File: config.mk
export PLATFORM = sky130hd
export DESIGN_NAME = nat64_header_translator
export DESIGN_NICKNAME = d
export VERILOG_FILES = /design/src/rtl/core/nht_pkg.sv /design/src/rtl/core/nht_ram.sv /design/src/rtl/core/nht_front.sv /design/src/rtl/core/nht_cmdq.sv /design/src/rtl/core/nht_back.sv /design/src/rtl/core/nat64_header_translator.sv
export SDC_FILE = /design/constraint.sdc
export NUM_CORES = 1
export LEC_CHECK = 0
export ABC_AREA = 1
export BUFFER_PORTS_ARGS = -buffer_cell sky130_fd_sc_hd__buf_2
export CAP_MARGIN = 0
export CELL_PAD_IN_SITES_DETAIL_PLACEMENT = 1
export CELL_PAD_IN_SITES_GLOBAL_PLACEMENT = 1
export CORE_MARGIN = 4
export CORE_UTILIZATION = 55
export DETAILED_ROUTE_END_ITERATION = 6
export PLACE_DENSITY_LB_ADDON = 0.08
export SLEW_MARGIN = 20
export SYNTH_ARGS = -nofsm -noshare
export SYNTH_HDL_FRONTEND = slang
export SYNTH_SLANG_ARGS = --single-unit
export TNS_END_PERCENT = 20
File: constraint.sdc
create_clock -name clk -period 15.3 [get_ports clk]
set_clock_uncertainty 0.1 [all_clocks]
set_input_delay 4.59 -clock clk [delete_from_list [all_inputs] [get_ports clk]]
set_output_delay 4.59 -clock clk [all_outputs]
set_load 0.005 [all_outputs]
File: src/rtl/core/nht_pkg.sv
// Shared types, constants and header layout functions for the NAT64 header translator.
`timescale 1ns / 1ps

package nht_pkg;

	localparam int ETH_LEN           = 14;
	localparam int V4_END            = 34;
	localparam int V6_END            = 54;
	localparam int STORE_DEPTH       = 54;
	localparam int HDR_GROWTH        = 20;
	localparam int OQ_DEPTH          = 4;

	localparam logic [15:0] ETHERTYPE_V4 = 16'h0800;
	localparam logic [15:0] ETHERTYPE_V6 = 16'h86dd;
	localparam logic [7:0]  PFX_B1       = 8'h64;
	localparam logic [7:0]  PFX_B2       = 8'hff;
	localparam logic [7:0]  PFX_B3       = 8'h9b;
	localparam logic [7:0]  V4_VER_IHL   = 8'h45;
	localparam logic [7:0]  V6_VER       = 8'h60;
	localparam logic [15:0] DF_FLAG      = 16'h01 << 14;
	localparam logic [15:0] CSUM_MASK    = 16'hffff;
	// constant words of the IPv4 header: version/IHL/TOS and flags
	localparam logic [19:0] CSUM_INIT    = {4'd0, V4_VER_IHL, 8'h00} + {4'd0, DF_FLAG};

	typedef enum logic [1:0] {
		KIND_UNKNOWN,
		KIND_V4,
		KIND_V6,
		KIND_OTHER
	} kind_t;

	typedef enum logic [2:0] {
		OP_PASS,
		OP_DROP,
		OP_HDR_OTHER,
		OP_HDR_TO_V6,
		OP_HDR_TO_V4
	} op_t;

	typedef enum logic [1:0] {
		VERDICT_XLAT = 2'd0,
		VERDICT_PASS = 2'd1,
		VERDICT_DROP = 2'd2
	} verdict_t;

	typedef enum logic [2:0] {
		SEL_CONST,
		SEL_RAM,
		SEL_LEN_HI,
		SEL_LEN_LO,
		SEL_CS_HI,
		SEL_CS_LO
	} sel_t;

	typedef struct packed {
		logic [7:0] frame_byte;
		logic       last_byte;
	} in_item_t;

	typedef struct packed {
		logic [7:0] out_byte;
		logic       byte_valid;
		logic       end_of_frame;
		logic [1:0] verdict;
	} result_t;

	typedef struct packed {
		op_t        op;
		logic [7:0] data;
		logic       last;
		verdict_t   verdict;
	} cmd_t;

	typedef struct packed {
		logic [15:0] len;
		logic [15:0] csum;
	} hdr_info_t;

	typedef struct packed {
		sel_t       sel;
		logic [5:0] addr;
		logic [7:0] value;
	} src_t;

	function automatic logic [5:0] hdr_last(op_t op);
		logic [5:0] r;
		case (op)
			OP_HDR_TO_V6: r = 6'(V6_END - 1);
			OP_HDR_TO_V4: r = 6'(V4_END - 1);
			default:      r = 6'(ETH_LEN - 1);
		endcase
		return r;
	endfunction

	// Source of output byte k of an emitted header.
	function automatic src_t hdr_src(op_t op, logic [5:0] k);
		src_t s;
		logic [5:0] i;
		logic [5:0] j;
		logic [5:0] base;
		s.sel   = SEL_CONST;
		s.addr  = '0;
		s.value = '0;
		i       = k - 6'(ETH_LEN);
		j       = (k < 6'd38) ? k - 6'd22 : k - 6'd38;
		base    = (k < 6'd38) ? 6'd26 : 6'd30;
		// unknown ethertype: header goes out as received
		if (op == OP_HDR_OTHER) begin
			s.sel  = SEL_RAM;
			s.addr = k;
		end else if (k < 6'd6) begin
			s.sel  = SEL_RAM;
			s.addr = k + 6'd6;
		end else if (k < 6'd12) begin
			s.sel  = SEL_RAM;
			s.addr = k - 6'd6;
		end else if (op == OP_HDR_TO_V6) begin
			if (k == 6'd12) s.value = ETHERTYPE_V6[15:8];
			else if (k == 6'd13) s.value = ETHERTYPE_V6[7:0];
			else if (k == 6'd14) s.value = V6_VER;
			else if (k == 6'd18) s.sel = SEL_LEN_HI;
			else if (k == 6'd19) s.sel = SEL_LEN_LO;
			else if (k == 6'd20) begin
				s.sel  = SEL_RAM;
				s.addr = 6'd23;
			end else if (k == 6'd21) begin
				s.sel  = SEL_RAM;
				s.addr = 6'd22;
			end else if (k >= 6'd22) begin
				if (j == 6'd1) s.value = PFX_B1;
				else if (j == 6'd2) s.value = PFX_B2;
				else if (j == 6'd3) s.value = PFX_B3;
				else if (j >= 6'd12) begin
					s.sel  = SEL_RAM;
					s.addr = base + j - 6'd12;
				end
			end
		end else begin
			if (k == 6'd12) s.value = ETHERTYPE_V4[15:8];
			else if (k == 6'd13) s.value = ETHERTYPE_V4[7:0];
			else if (i == 6'd0) s.value = V4_VER_IHL;
			else if (i == 6'd2) s.sel = SEL_LEN_HI;
			else if (i == 6'd3) s.sel = SEL_LEN_LO;
			else if (i == 6'd6) s.value = DF_FLAG[15:8];
			else if (i == 6'd8) begin
				s.sel  = SEL_RAM;
				s.addr = 6'd21;
			end else if (i == 6'd9) begin
				s.sel  = SEL_RAM;
				s.addr = 6'd20;
			end else if (i == 6'd10) s.sel = SEL_CS_HI;
			else if (i == 6'd11) s.sel = SEL_CS_LO;
			else if (i >= 6'd12 && i < 6'd16) begin
				s.sel  = SEL_RAM;
				s.addr = i + 6'd22;
			end else if (i >= 6'd16) begin
				s.sel  = SEL_RAM;
				s.addr = i + 6'd34;
			end
		end
		return s;
	endfunction

endpackage

File: src/rtl/core/nht_ram.sv
// Generic single-write, single-read RAM with registered read data.
`timescale 1ns / 1ps

module nht_ram #(
	parameter int WIDTH = 8,
	parameter int DEPTH = 54
) (
	input  logic                     clk,
	input  logic                     we,
	input  logic [$clog2(DEPTH)-1:0] waddr,
	input  logic [WIDTH-1:0]         wdata,
	input  logic [$clog2(DEPTH)-1:0] raddr,
	output logic [WIDTH-1:0]         rdata
);

	logic [WIDTH-1:0] mem_q [DEPTH];

	always_ff @(posedge clk) begin
		if (we) mem_q[waddr] <= wdata;
		rdata <= mem_q[raddr];
	end

endmodule

File: src/rtl/core/nht_front.sv
// Front end: buffers header bytes, classifies the frame and issues commands.
`timescale 1ns / 1ps

module nht_front import nht_pkg::*; (
	input  logic       clk,
	input  logic       arst_n,
	input  in_item_t   item,
	input  logic       accept,
	input  logic       hdr_done,
	output cmd_t       cmd,
	output logic       cmd_push,
	output logic       wr_en,
	output logic [5:0] wr_addr,
	output logic [7:0] wr_data,
	output hdr_info_t  info,
	output logic       hdr_busy
);

	logic [5:0]  pos_q, pos_d, pos_inc;
	kind_t       kind_q, kind_d;
	logic [7:0]  et_hi_q, et_hi_d;
	logic [19:0] sum_q, sum_d;
	logic [15:0] len_q, len_d, csum_q, csum_d, tl;
	logic        busy_q, set_busy;
	logic [7:0]  b;
	logic        last;
	logic [5:0]  need;
	logic [19:0] s0;
	logic [16:0] f1;
	logic [15:0] f2;

	assign b        = item.frame_byte;
	assign last     = item.last_byte;
	assign pos_inc  = pos_q + 6'd1;
	assign need     = (kind_q == KIND_V4) ? 6'(V4_END) : 6'(V6_END);
	assign tl       = len_q + 16'(HDR_GROWTH);
	assign wr_addr  = pos_q;
	assign wr_data  = b;
	assign info     = '{len: len_q, csum: csum_q};
	assign hdr_busy = busy_q;

	// ones'-complement fold of the running sum plus total length
	assign s0 = sum_d + {4'd0, tl};
	assign f1 = {1'b0, s0[15:0]} + {13'd0, s0[19:16]};
	assign f2 = f1[15:0] + {15'd0, f1[16]};

	always_comb begin
		cmd      = '{op: OP_PASS, data: b, last: last, verdict: VERDICT_XLAT};
		cmd_push = 1'b0;
		wr_en    = 1'b0;
		set_busy = 1'b0;
		pos_d    = pos_q;
		kind_d   = kind_q;
		et_hi_d  = et_hi_q;
		sum_d    = sum_q;
		len_d    = len_q;
		csum_d   = csum_q;
		if (accept) begin
			unique case (kind_q)
				KIND_UNKNOWN: begin
					wr_en = 1'b1;
					pos_d = pos_inc;
					if (pos_q == 6'd12) et_hi_d = b;
					if (pos_inc == 6'(ETH_LEN)) begin
						sum_d = CSUM_INIT;
						if ({et_hi_q, b} == ETHERTYPE_V4) kind_d = KIND_V4;
						else if ({et_hi_q, b} == ETHERTYPE_V6) kind_d = KIND_V6;
						else begin
							kind_d      = KIND_OTHER;
							cmd_push    = 1'b1;
							cmd.op      = OP_HDR_OTHER;
							cmd.verdict = VERDICT_PASS;
							set_busy    = 1'b1;
						end
					end
				end
				KIND_OTHER: begin
					cmd_push    = 1'b1;
					cmd.verdict = VERDICT_PASS;
				end
				KIND_V4, KIND_V6: begin
					if (pos_q < need) begin
						wr_en = 1'b1;
						pos_d = pos_inc;
						if (kind_q == KIND_V4) begin
							if (pos_q == 6'd16) len_d[15:8] = b;
							if (pos_q == 6'd17) len_d[7:0]  = b;
						end else begin
							if (pos_q == 6'd18) len_d[15:8] = b;
							if (pos_q == 6'd19) len_d[7:0]  = b;
							// protocol, hop limit and address words
							if (pos_q == 6'd20 || pos_q == 6'd35 || pos_q == 6'd37 ||
								pos_q == 6'd51 || pos_q == 6'd53)
								sum_d = sum_q + {12'd0, b};
							if (pos_q == 6'd21 || pos_q == 6'd34 || pos_q == 6'd36 ||
								pos_q == 6'd50 || pos_q == 6'd52)
								sum_d = sum_q + {4'd0, b, 8'd0};
						end
						if (pos_inc == need) begin
							cmd_push = 1'b1;
							cmd.op   = (kind_q == KIND_V4) ? OP_HDR_TO_V6 : OP_HDR_TO_V4;
							set_busy = 1'b1;
							csum_d   = ~f2 & CSUM_MASK;
						end
					end else begin
						cmd_push = 1'b1;
					end
				end
				default: ;
			endcase
			if (last) begin
				if (!cmd_push) begin
					cmd_push = 1'b1;
					cmd      = '{op: OP_DROP, data: 8'd0, last: 1'b1, verdict: VERDICT_DROP};
				end
				pos_d  = '0;
				kind_d = KIND_UNKNOWN;
			end
		end
	end

	always_ff @(posedge clk or negedge arst_n) begin
		if (!arst_n) begin
			pos_q  <= '0;
			kind_q <= KIND_UNKNOWN;
			busy_q <= 1'b0;
		end else begin
			pos_q  <= pos_d;
			kind_q <= kind_d;
			if (set_busy) busy_q <= 1'b1;
			else if (hdr_done) busy_q <= 1'b0;
		end
	end

	always_ff @(posedge clk) begin
		et_hi_q <= et_hi_d;
		sum_q   <= sum_d;
		len_q   <= len_d;
		csum_q  <= csum_d;
	end

endmodule

File: src/rtl/core/nht_cmdq.sv
// Command queue between the front end and the back end.
`timescale 1ns / 1ps

module nht_cmdq import nht_pkg::*; #(
	parameter int DEPTH = 4
) (
	input  logic clk,
	input  logic arst_n,
	input  logic push,
	input  cmd_t din,
	input  logic pop,
	output cmd_t dout,
	output logic full,
	output logic empty
);

	localparam int AW = $clog2(DEPTH);

	cmd_t          mem_q [DEPTH];
	logic [AW-1:0] wp_q, rp_q;
	logic [AW:0]   cnt_q;
	logic          do_push, do_pop;

	assign full    = (cnt_q == (AW+1)'(DEPTH));
	assign empty   = (cnt_q == '0);
	assign do_push = push && !full;
	assign do_pop  = pop && !empty;
	assign dout    = mem_q[rp_q];

	always_ff @(posedge clk) begin
		if (do_push) mem_q[wp_q] <= din;
	end

	always_ff @(posedge clk or negedge arst_n) begin
		if (!arst_n) begin
			wp_q  <= '0;
			rp_q  <= '0;
			cnt_q <= '0;
		end else begin
			if (do_push) wp_q <= (wp_q == AW'(DEPTH - 1)) ? '0 : wp_q + AW'(1);
			if (do_pop) rp_q <= (rp_q == AW'(DEPTH - 1)) ? '0 : rp_q + AW'(1);
			cnt_q <= cnt_q + (AW+1)'(do_push) - (AW+1)'(do_pop);
		end
	end

endmodule

File: src/rtl/core/nht_back.sv
// Back end: expands commands into result bytes and queues them for the consumer.
`timescale 1ns / 1ps

module nht_back import nht_pkg::*; (
	input  logic       clk,
	input  logic       arst_n,
	input  cmd_t       cmd,
	input  logic       cmd_valid,
	input  hdr_info_t  info,
	input  logic [7:0] rdata,
	input  logic       pop,
	output logic       cmd_pop,
	output logic       hdr_done,
	output logic [5:0] raddr,
	output result_t    result,
	output logic       empty
);

	localparam int PW = $clog2(OQ_DEPTH);

	logic [5:0]    k_q;
	src_t          src;
	logic [5:0]    last_k;
	logic          is_hdr, at_end, issue;
	logic [15:0]   adj;
	result_t       item;
	logic          valid_s1, ram_s1;
	result_t       item_s1, push_item;
	result_t       oq_q [OQ_DEPTH];
	logic [PW-1:0] wp_q, rp_q;
	logic [PW:0]   cnt_q, used;
	logic          do_pop;

	assign src    = hdr_src(cmd.op, k_q);
	assign last_k = hdr_last(cmd.op);
	assign is_hdr = (cmd.op == OP_HDR_OTHER) || (cmd.op == OP_HDR_TO_V6) ||
	                (cmd.op == OP_HDR_TO_V4);
	assign at_end = !is_hdr || (k_q == last_k);
	assign adj    = (cmd.op == OP_HDR_TO_V6) ? info.len - 16'(HDR_GROWTH)
	                                         : info.len + 16'(HDR_GROWTH);
	// slot reserved for the byte in flight through the RAM read
	assign used     = cnt_q + (PW+1)'(valid_s1);
	assign issue    = cmd_valid && (used < (PW+1)'(OQ_DEPTH));
	assign cmd_pop  = issue && at_end;
	assign hdr_done = issue && is_hdr && (k_q == last_k);
	assign raddr    = src.addr;

	always_comb begin
		item.end_of_frame = cmd.last && at_end;
		item.verdict      = item.end_of_frame ? cmd.verdict : VERDICT_XLAT;
		item.byte_valid   = (cmd.op != OP_DROP);
		item.out_byte     = cmd.data;
		if (is_hdr) begin
			case (src.sel)
				SEL_LEN_HI: item.out_byte = adj[15:8];
				SEL_LEN_LO: item.out_byte = adj[7:0];
				SEL_CS_HI:  item.out_byte = info.csum[15:8];
				SEL_CS_LO:  item.out_byte = info.csum[7:0];
				default:    item.out_byte = src.value;
			endcase
		end
	end

	always_comb begin
		push_item = item_s1;
		if (ram_s1) push_item.out_byte = rdata;
	end

	assign do_pop = pop && !empty;
	assign empty  = (cnt_q == '0);
	assign result = oq_q[rp_q];

	always_ff @(posedge clk or negedge arst_n) begin
		if (!arst_n) begin
			k_q      <= '0;
			valid_s1 <= 1'b0;
			wp_q     <= '0;
			rp_q     <= '0;
			cnt_q    <= '0;
		end else begin
			if (issue) k_q <= at_end ? 6'd0 : k_q + 6'd1;
			valid_s1 <= issue;
			if (valid_s1) wp_q <= wp_q + PW'(1);
			if (do_pop) rp_q <= rp_q + PW'(1);
			cnt_q <= cnt_q + (PW+1)'(valid_s1) - (PW+1)'(do_pop);
		end
	end

	always_ff @(posedge clk) begin
		item_s1 <= item;
		ram_s1  <= is_hdr && (src.sel == SEL_RAM);
		if (valid_s1) oq_q[wp_q] <= push_item;
	end

`ifndef SYNTHESIS
	a_oq_bound: assert property (@(posedge clk) disable iff (!arst_n)
		cnt_q <= (PW+1)'(OQ_DEPTH))
		else $error("result queue overflow");

	a_hdr_holds_cmd: assert property (@(posedge clk) disable iff (!arst_n)
		k_q != 6'd0 |-> cmd_valid && is_hdr)
		else $error("header emission lost its command");

	a_k_range: assert property (@(posedge clk) disable iff (!arst_n)
		k_q <= 6'(V6_END - 1))
		else $error("header index out of range");

	a_drop_form: assert property (@(posedge clk) disable iff (!arst_n)
		!empty && !result.byte_valid |-> result.end_of_frame &&
		result.verdict == VERDICT_DROP && result.out_byte == 8'd0)
		else $error("malformed drop result");
`endif

endmodule

File: src/rtl/core/nat64_header_translator.sv
// Top level of the stateless NAT64 header translator.
//   channel   direction  handshake         payload
//   input     in         push / full       item   (in_item_t)
//   result    out        pop / empty       result (result_t)
// Buffering and payload bytes are taken while full is low; the back end emits
// header bytes one at a time, and while a header of 14, 34 or 54 bytes is emitted
// new bytes are held off by full (header RAM has one read port).
// Results leave through a 4-entry queue; the consumer may stall at will.
// Reset is asynchronous and clears all control state; no clearing pass.
`timescale 1ns / 1ps

module nat64_header_translator import nht_pkg::*; #(
	parameter int CMDQ_DEPTH = 4
) (
	input  logic     clk,
	input  logic     arst_n,
	input  logic     push,
	output logic     full,
	input  in_item_t item,
	input  logic     pop,
	output logic     empty,
	output result_t  result
);

	cmd_t       f_cmd, q_cmd;
	logic       f_push, q_full, q_empty, b_pop, hdr_done, hdr_busy, accept;
	logic       wr_en;
	logic [5:0] wr_addr, raddr;
	logic [7:0] wr_data, rdata;
	hdr_info_t  info;

	assign full   = q_full || hdr_busy;
	assign accept = push && !full;

	nht_front u_front (
		.clk      (clk),
		.arst_n   (arst_n),
		.item     (item),
		.accept   (accept),
		.hdr_done (hdr_done),
		.cmd      (f_cmd),
		.cmd_push (f_push),
		.wr_en    (wr_en),
		.wr_addr  (wr_addr),
		.wr_data  (wr_data),
		.info     (info),
		.hdr_busy (hdr_busy)
	);

	nht_ram #(.WIDTH(8), .DEPTH(STORE_DEPTH)) u_store (
		.clk   (clk),
		.we    (wr_en),
		.waddr (wr_addr),
		.wdata (wr_data),
		.raddr (raddr),
		.rdata (rdata)
	);

	nht_cmdq #(.DEPTH(CMDQ_DEPTH)) u_cmdq (
		.clk    (clk),
		.arst_n (arst_n),
		.push   (f_push),
		.din    (f_cmd),
		.pop    (b_pop),
		.dout   (q_cmd),
		.full   (q_full),
		.empty  (q_empty)
	);

	nht_back u_back (
		.clk       (clk),
		.arst_n    (arst_n),
		.cmd       (q_cmd),
		.cmd_valid (!q_empty),
		.info      (info),
		.rdata     (rdata),
		.pop       (pop),
		.cmd_pop   (b_pop),
		.hdr_done  (hdr_done),
		.raddr     (raddr),
		.result    (result),
		.empty     (empty)
	);

endmodule

# After elaboration in Yosys (flattened, before gate mapping)
# Memory sizes are Yosys's and may differ from the RTL's. A register that Yosys moved wholly into a read port is not among the register bits.
# Cells that the tools add are included.
totals:
  reg_bits: 103
  ramBits: 536
  input_bits: 13
  out_inout_bits: 14
  wordCells: 303
  memories: 3
mem_list:
  columns: ["memory", "words", "word_bits", "rd", "rd_ports_with_merged_regs", "wr", "line", "text"]
  rows:
  - ["u_store.mem_q", 54, 8, 1, 1, 1, "nht_ram.sv:16", "logic [WIDTH-1:0] mem_q [DEPTH];"]
  - ["u_cmdq.mem_q", 4, 14, 1, 0, 1, "nht_cmdq.sv:19", "cmd_t mem_q [DEPTH];"]
  - ["u_back.oq_q", 4, 12, 1, 0, 1, "nht_back.sv:29", "result_t oq_q [OQ_DEPTH];"]
classes:
  n_addsub: 26
  magnitude_cmp: 10
  eq_ne: 55
  muxes: 142
  bitwise: 1
  n_reduce_logical: 45
op_table:
  columns: ["cell", "n"]
  rows:
  - ["$mux 9", 30]
  - ["$mux 17", 13]
  - ["$mux 8", 20]
  - ["$mux 20", 6]
  - ["$mux 14", 7]
  - ["$eq 6x5->1 const B", 10]
  - ["$eq 6x4->1 const B", 9]
  - ["$eq 6x6->1 const B", 8]
  - ["$add 20x16->20", 2]
  - ["$pmux 20 s2", 1]
  - ["$mux 3", 12]
  - ["$mux 6", 6]
  - ["$mux 7", 5]
  - ["$mux 16", 2]
  - ["$pmux 8 s4", 1]
  - ["$eq 6x2->1 const B", 4]
  - ["$pmux 6 s2", 2]
  - ["$mux 1", 22]
  - ["$add 20x8->20", 1]
  - ["$mux 2", 9]
  - ["$add 16x4->17", 1]
  - ["$add 16x1->16", 1]
  - ["$add 16x5->16 const B", 1]
  - ["$eq 16x12->1 const B", 1]
  - ["51 further kinds", 105]

# Logic depth before layout (Yosys ltp)
logic_depth:
  word_depth: 35
  ltp_mapped: 57
  mapped_depth_nobuf: 55

# Cells and area by module
# From an unflattened synthesis, not the netlist that was laid out.
unflattened:
  hier_cells: 3368
  area_unflattened_um2: 32429.9
modules_own_cells:
  columns: ["module", "n_inst", "cells_each", "area_each_um2"]
  rows:
  - ["nht_ram", 1, 1524, 17864.6]
  - ["nht_front", 1, 930, 6386.1]
  - ["nht_back", 1, 687, 5367.6]
  - ["nht_cmdq", 1, 221, 2783.9]
  - ["nat64_header_translator", 1, 6, 27.5]

# Worst setup path before layout
# Ideal clock, no wire load.
synth_path:
  path_type: "input port to flip-flop"
  startpoint: "input port item[1] (netlist name)"
  endpoint: "register u_front.csum_q[14] (data pin)"
  arrival_ns: 10.846
  setup_slack_ns: 4.105
  cell_stages: 46
  path_cell_list: "ha_1 > inv_1 > fa_1 > inv_1 > a21oi_1 > o21ai_0 > nand2_1 > nor3_1 > nand2_1 > a21oi_1 > o21ai_0 > nand3_1 > o21ai_0 > nand2_1 > o21ai_0 > ha_1 > nand2_1 > nor2_1 > [10 not listed] > nor2_1 > nand3_1 > nor2_1 > nand4_1 > nor4_1 > ha_1 > ha_1 > nand4_1 > nor2_1 > nand3_1 > nor3_1 > nand2_1 > nor2_1 > nand2_1 > nor2_1 > nand2_1 > nand2_1 > inv_1"
synth_between:
  elab_chain_cells: 11
  elab_cells_between_ends: 12
  classes_between: "add/sub (5); mux (6); bitwise (1)"
synth_rtl:
  columns: ["element", "line", "text"]
  rows:
  - ["start: declaration", "nat64_header_translator.sv:19", "input in_item_t item,"]
  - ["$add 20x8->20", "nht_front.sv:94", "sum_d = sum_q + {12'd0, b};"]
  - ["$mux 20", "nht_front.sv:92", "if (pos_q == 6'd20 || pos_q == 6'd35 || pos_q == 6'd37 ||"]
  - ["$mux 20 *", "nht_front.sv:95", "if (pos_q == 6'd21 || pos_q == 6'd34 || pos_q == 6'd36 ||"]
  - ["$mux 20 *", "nht_front.sv:85", "if (kind_q == KIND_V4) begin"]
  - ["$mux 20 *", "nht_front.sv:82", "if (pos_q < need) begin"]
  - ["$pmux 20 s2 *", "nht_front.sv:59", "unique case (kind_q)"]
  - ["$mux 20 *", "nht_front.sv:58", "if (accept) begin"]
  - ["net u_front.sum_d[12]", "nht_front.sv:22", "logic [19:0] sum_q, sum_d;"]
  - ["$add 20x16->20 *", "nht_front.sv:43", "assign s0 = sum_d + {4'd0, tl};"]
  - ["$add 16x4->17 *", "nht_front.sv:44", "assign f1 = {1'b0, s0[15:0]} + {13'd0, s0[19:16]};"]
  - ["$add 16x1->16 *", "nht_front.sv:45", "assign f2 = f1[15:0] + {15'd0, f1[16]};"]
  - ["$not 16->16 *", "nht_front.sv:103", "csum_d = ~f2 & CSUM_MASK;"]
  - ["end signal: assignment", "nht_front.sv:139", "csum_q <= csum_d;"]
  - ["end: declaration", "nht_front.sv:23", "logic [15:0] len_q, len_d, csum_q, csum_d, tl;"]
# The timed path passes the listed nets; every way through them passes the cells marked *.
# A chain may end at the register's enable or synchronous reset.

# Final worst setup path
layout_path:
  startpoint: "input port item[2] (netlist name)"
  endpoint: "register u_front.csum_q[14] (data pin)"
# Same word-level chain as after synthesis.

==> impl_metrics.ini <==
[clock_tree]
ctsResizeCount = 0
root_buffer = clkbuf_16
cts_buffers = 70
cts.htree.levels = 3
postCtsSetupRepairBufs = 0
hold_buffers = 0
ctsLongestPathBuffers = 3
clock_latency_ns = 0.63
clock_sinks = 647
cts_tree = yes
clkTransAtPathRegs_ns = 0.06

[floorplan]
core-area_um2 = 57900
die_h_um = 250
die-area_um2 = 62700
ios = 27
start_util = 0.558
die_w_um = 250
num_rows = 88

[yosys]
synthXorXnorAreaFrac = 0.0203
ys_ff_latch = 647
yosys.area_share.simple = 0.211
post_synth_fa_ha_maj_area_fraction = 0.0370
avgSynthCellArea_um2 = 9.80
synth_flop_cell = edfxtp_1
synth.most_common_cell = nand2_1
yosys_warnings = 0
synth_compound_area_frac = 0.0689
synth_top_area_share = 0.535
yosys-top-cells-area = edfxtp_1 54%, nand2_1 7.5%, nand3_1 6.8%, inv_1 5.1%, ha_1 3.3%
synth_common_cells = 649 x nand2_1, 576 x edfxtp_1, 438 x inv_1
syn-instance-count = 3296
synth_edf_count = 576
synth_top_family_by_area = simple AND/OR/NAND/NOR gates
synth_cell_types = 65
synthMuxAreaShare = 0.00310
synth_seq_area_share = 0.584
syn-cell-area_um2 = 32300
synth-async-reset-ratio = 0.0464
syn-num-nets = 3401
yosys.area.top_type = edfxtp_1

[sta]
worst_pin_slew_ns = 1.09
finalHoldViolCount = 0
tns_ns = 0
min_period_over_period = 0.828
setup_ws_ns = 2.63
finalMaxSlewViolations = 0
rsz0062_at_grt = false
layout_min_cycle_time_ns = 12.67
fmax_mhz = 78.9
finalSetupViolations = 0
slew_headroom = 0.270

[global_route]
overflow = 0
grt_pass1_wl_um = 153000
antenna_found_initial = 1
grt_max_degree = 112
grt_pass1_vias = 26800
grt_use_total = 0.314

[finish]
drive_above_1_share = 0.0632
antenna-diode-count = 0
num-nets-final = 3388
finalNonFillerCells = 4103
final_util = 0.607
syn_to_final_growth_pct = 8.73
n_fill_cell = 6392

[placed_design]
place_ws_ns = 2.08
gp_congestion = 0.891
hpwl_um = 63000
dp_cells = 3976
port_buffers = 26

[route]
routed_wl_um = 99700
antenna_left = 0
top_layer = met5
dr_wl_met3_um = 6770
via_count = 24700
drt_iter0_drc = 2078
wl_met2_um = 49600
viasPerCell = 6.02
drt_pass1_iterations = 5
met1_length_um = 38800
routedWlPerCell_um = 24.3
drc_errors = 0

[critical_path]
cp_slowest_cell = buf_4
cpMostUsedCell = nand2_1
cp.required_ns = 15.58
path_max_fanout = 63
critical_path_arrival_ns = 12.95
crit_path_end_kind = flop
cpPeakStageDelay_ns = 0.63
critPathKind = in2reg
cp-start-kind = input port

[pwr]
peakVddDrop_v = 0.000192
p_leak_nw = 14.1
powerDensity_nw_per_um2 = 181

[run_status]
outcome = finished clean

[hold_path]
holdCritPathClass = reg2reg

[flow_run]
cap_viol_max_count = 0
-- report_power, final --
part | switching (W) | total, W | internal [W]
Sequential | 0.0000882 | 0.00214 | 0.00205
Clock | 0.000719 | 0.00165 | 0.000933
Combinational | 0.00188 | 0.00257 | 0.000687
Total | 0.00269 | 0.00636 | 0.00367
-- sequential cells by signal, indices dropped and copies added (netlist names), 3 cells and up --
register,count
u_cmdq.cnt_q,3
u_back.item_s1,12
u_store.mem_q,432
u_back.cnt_q,3
u_back.k_q,6
u_front.csum_q,16
u_back.oq_q,48
u_cmdq.mem_q,56
u_front.et_hi_q,8
u_front.len_q,16
u_front.wr_addr,6
u_front.sum_q,20
u_store.rdata,8
-- cell usage in the layout (no fill, tap or decap), drive strengths merged, types with 32 or more instances in the layout --
| master | n |
|---|---|
| o22ai | 32 |
| clkinv | 33 |
| o21ai | 155 |
| a21oi | 93 |
| dfxtp | 41 |
| xor2 | 51 |
| nand3 | 440 |
| inv | 452 |
| edfxtp | 576 |
| ha | 86 |
| nand2 | 657 |
| clkbuf | 87 |
| o211ai | 42 |
| buf | 54 |
| nor2 | 236 |
| nand3b | 91 |
-- cell families after synthesis --
family                   count (synthesis)
adder cells (fa/ha/maj)                 92
AND/OR/NAND/NOR                       1508
multiplexers                             9
flip-flops                             647
XOR/XNOR                                74
AO/OA/AOI/OAI                          377
buffers and inverters                  589
-- worst max-delay path, delay by kind of cell --
| family | cells | cell delay, ns |
|---|---|---|
| adders and majority gates | 5 | 1.81 |
| and+or+nand+nor | 25 | 3.52 |
| AOI/OAI and AO/OA | 11 | 1.86 |
| buffers and inverters | 5 | 1.01 |
| xor gates and xnor gates | 1 | 0.12 |
-- final cells by class --
cell class | instances | area [um2] | share of cell area
tap | 765 | 957 | 0.0272
sequential | 647 | 18900 | 0.537
inverter | 450 | 1690 | 0.0481
multi-input combinational | 2060 | 11100 | 0.315
clock inverter | 40 | 350 | 0.00997
timing repair buffer | 54 | 340 | 0.00969
clock buffer | 87 | 1850 | 0.0526
-- final timing paths --
kind                                   startpoint            endpoint  slack (ns)  depth (start not counted)
worst max-delay path                      item[2]  u_front.csum_q[14]        2.63                         47
worst max register to register  u_front.kind_q[1]  u_front.csum_q[14]        5.20                         48
min in group asynchronous                  arst_n      u_back.rp_q[0]        3.98                          1
max in group asynchronous                  arst_n  u_front.wr_addr[3]       10.56                          1
worst min-delay path            u_back.item_s1[1]   u_back.oq_q[0][1]        0.38                          0
worst min register to register  u_back.item_s1[1]   u_back.oq_q[0][1]        0.38                          0
-- metrics by stage --
step                      hold WS (ns)  power [W]  cell area, um2
after CTS                        0.377    0.00635           35100
final                            0.375    0.00636           35100
after global placement           0.355    0.00455           32900
after global routing             0.414    0.00669           35100
after floorplan                  0.338    0.00375           32300
after detailed placement         0.359    0.00467           32900
-- layer usage --
metal / global-route usage / vias to the layer above
met5: 0 / -
met1: 0.383 / 12300
met3: 0.0589 / 241
li1: - / 11200
met2: 0.546 / 947
met4: 0.140 / 2
(Power assumes the default switching activity.)
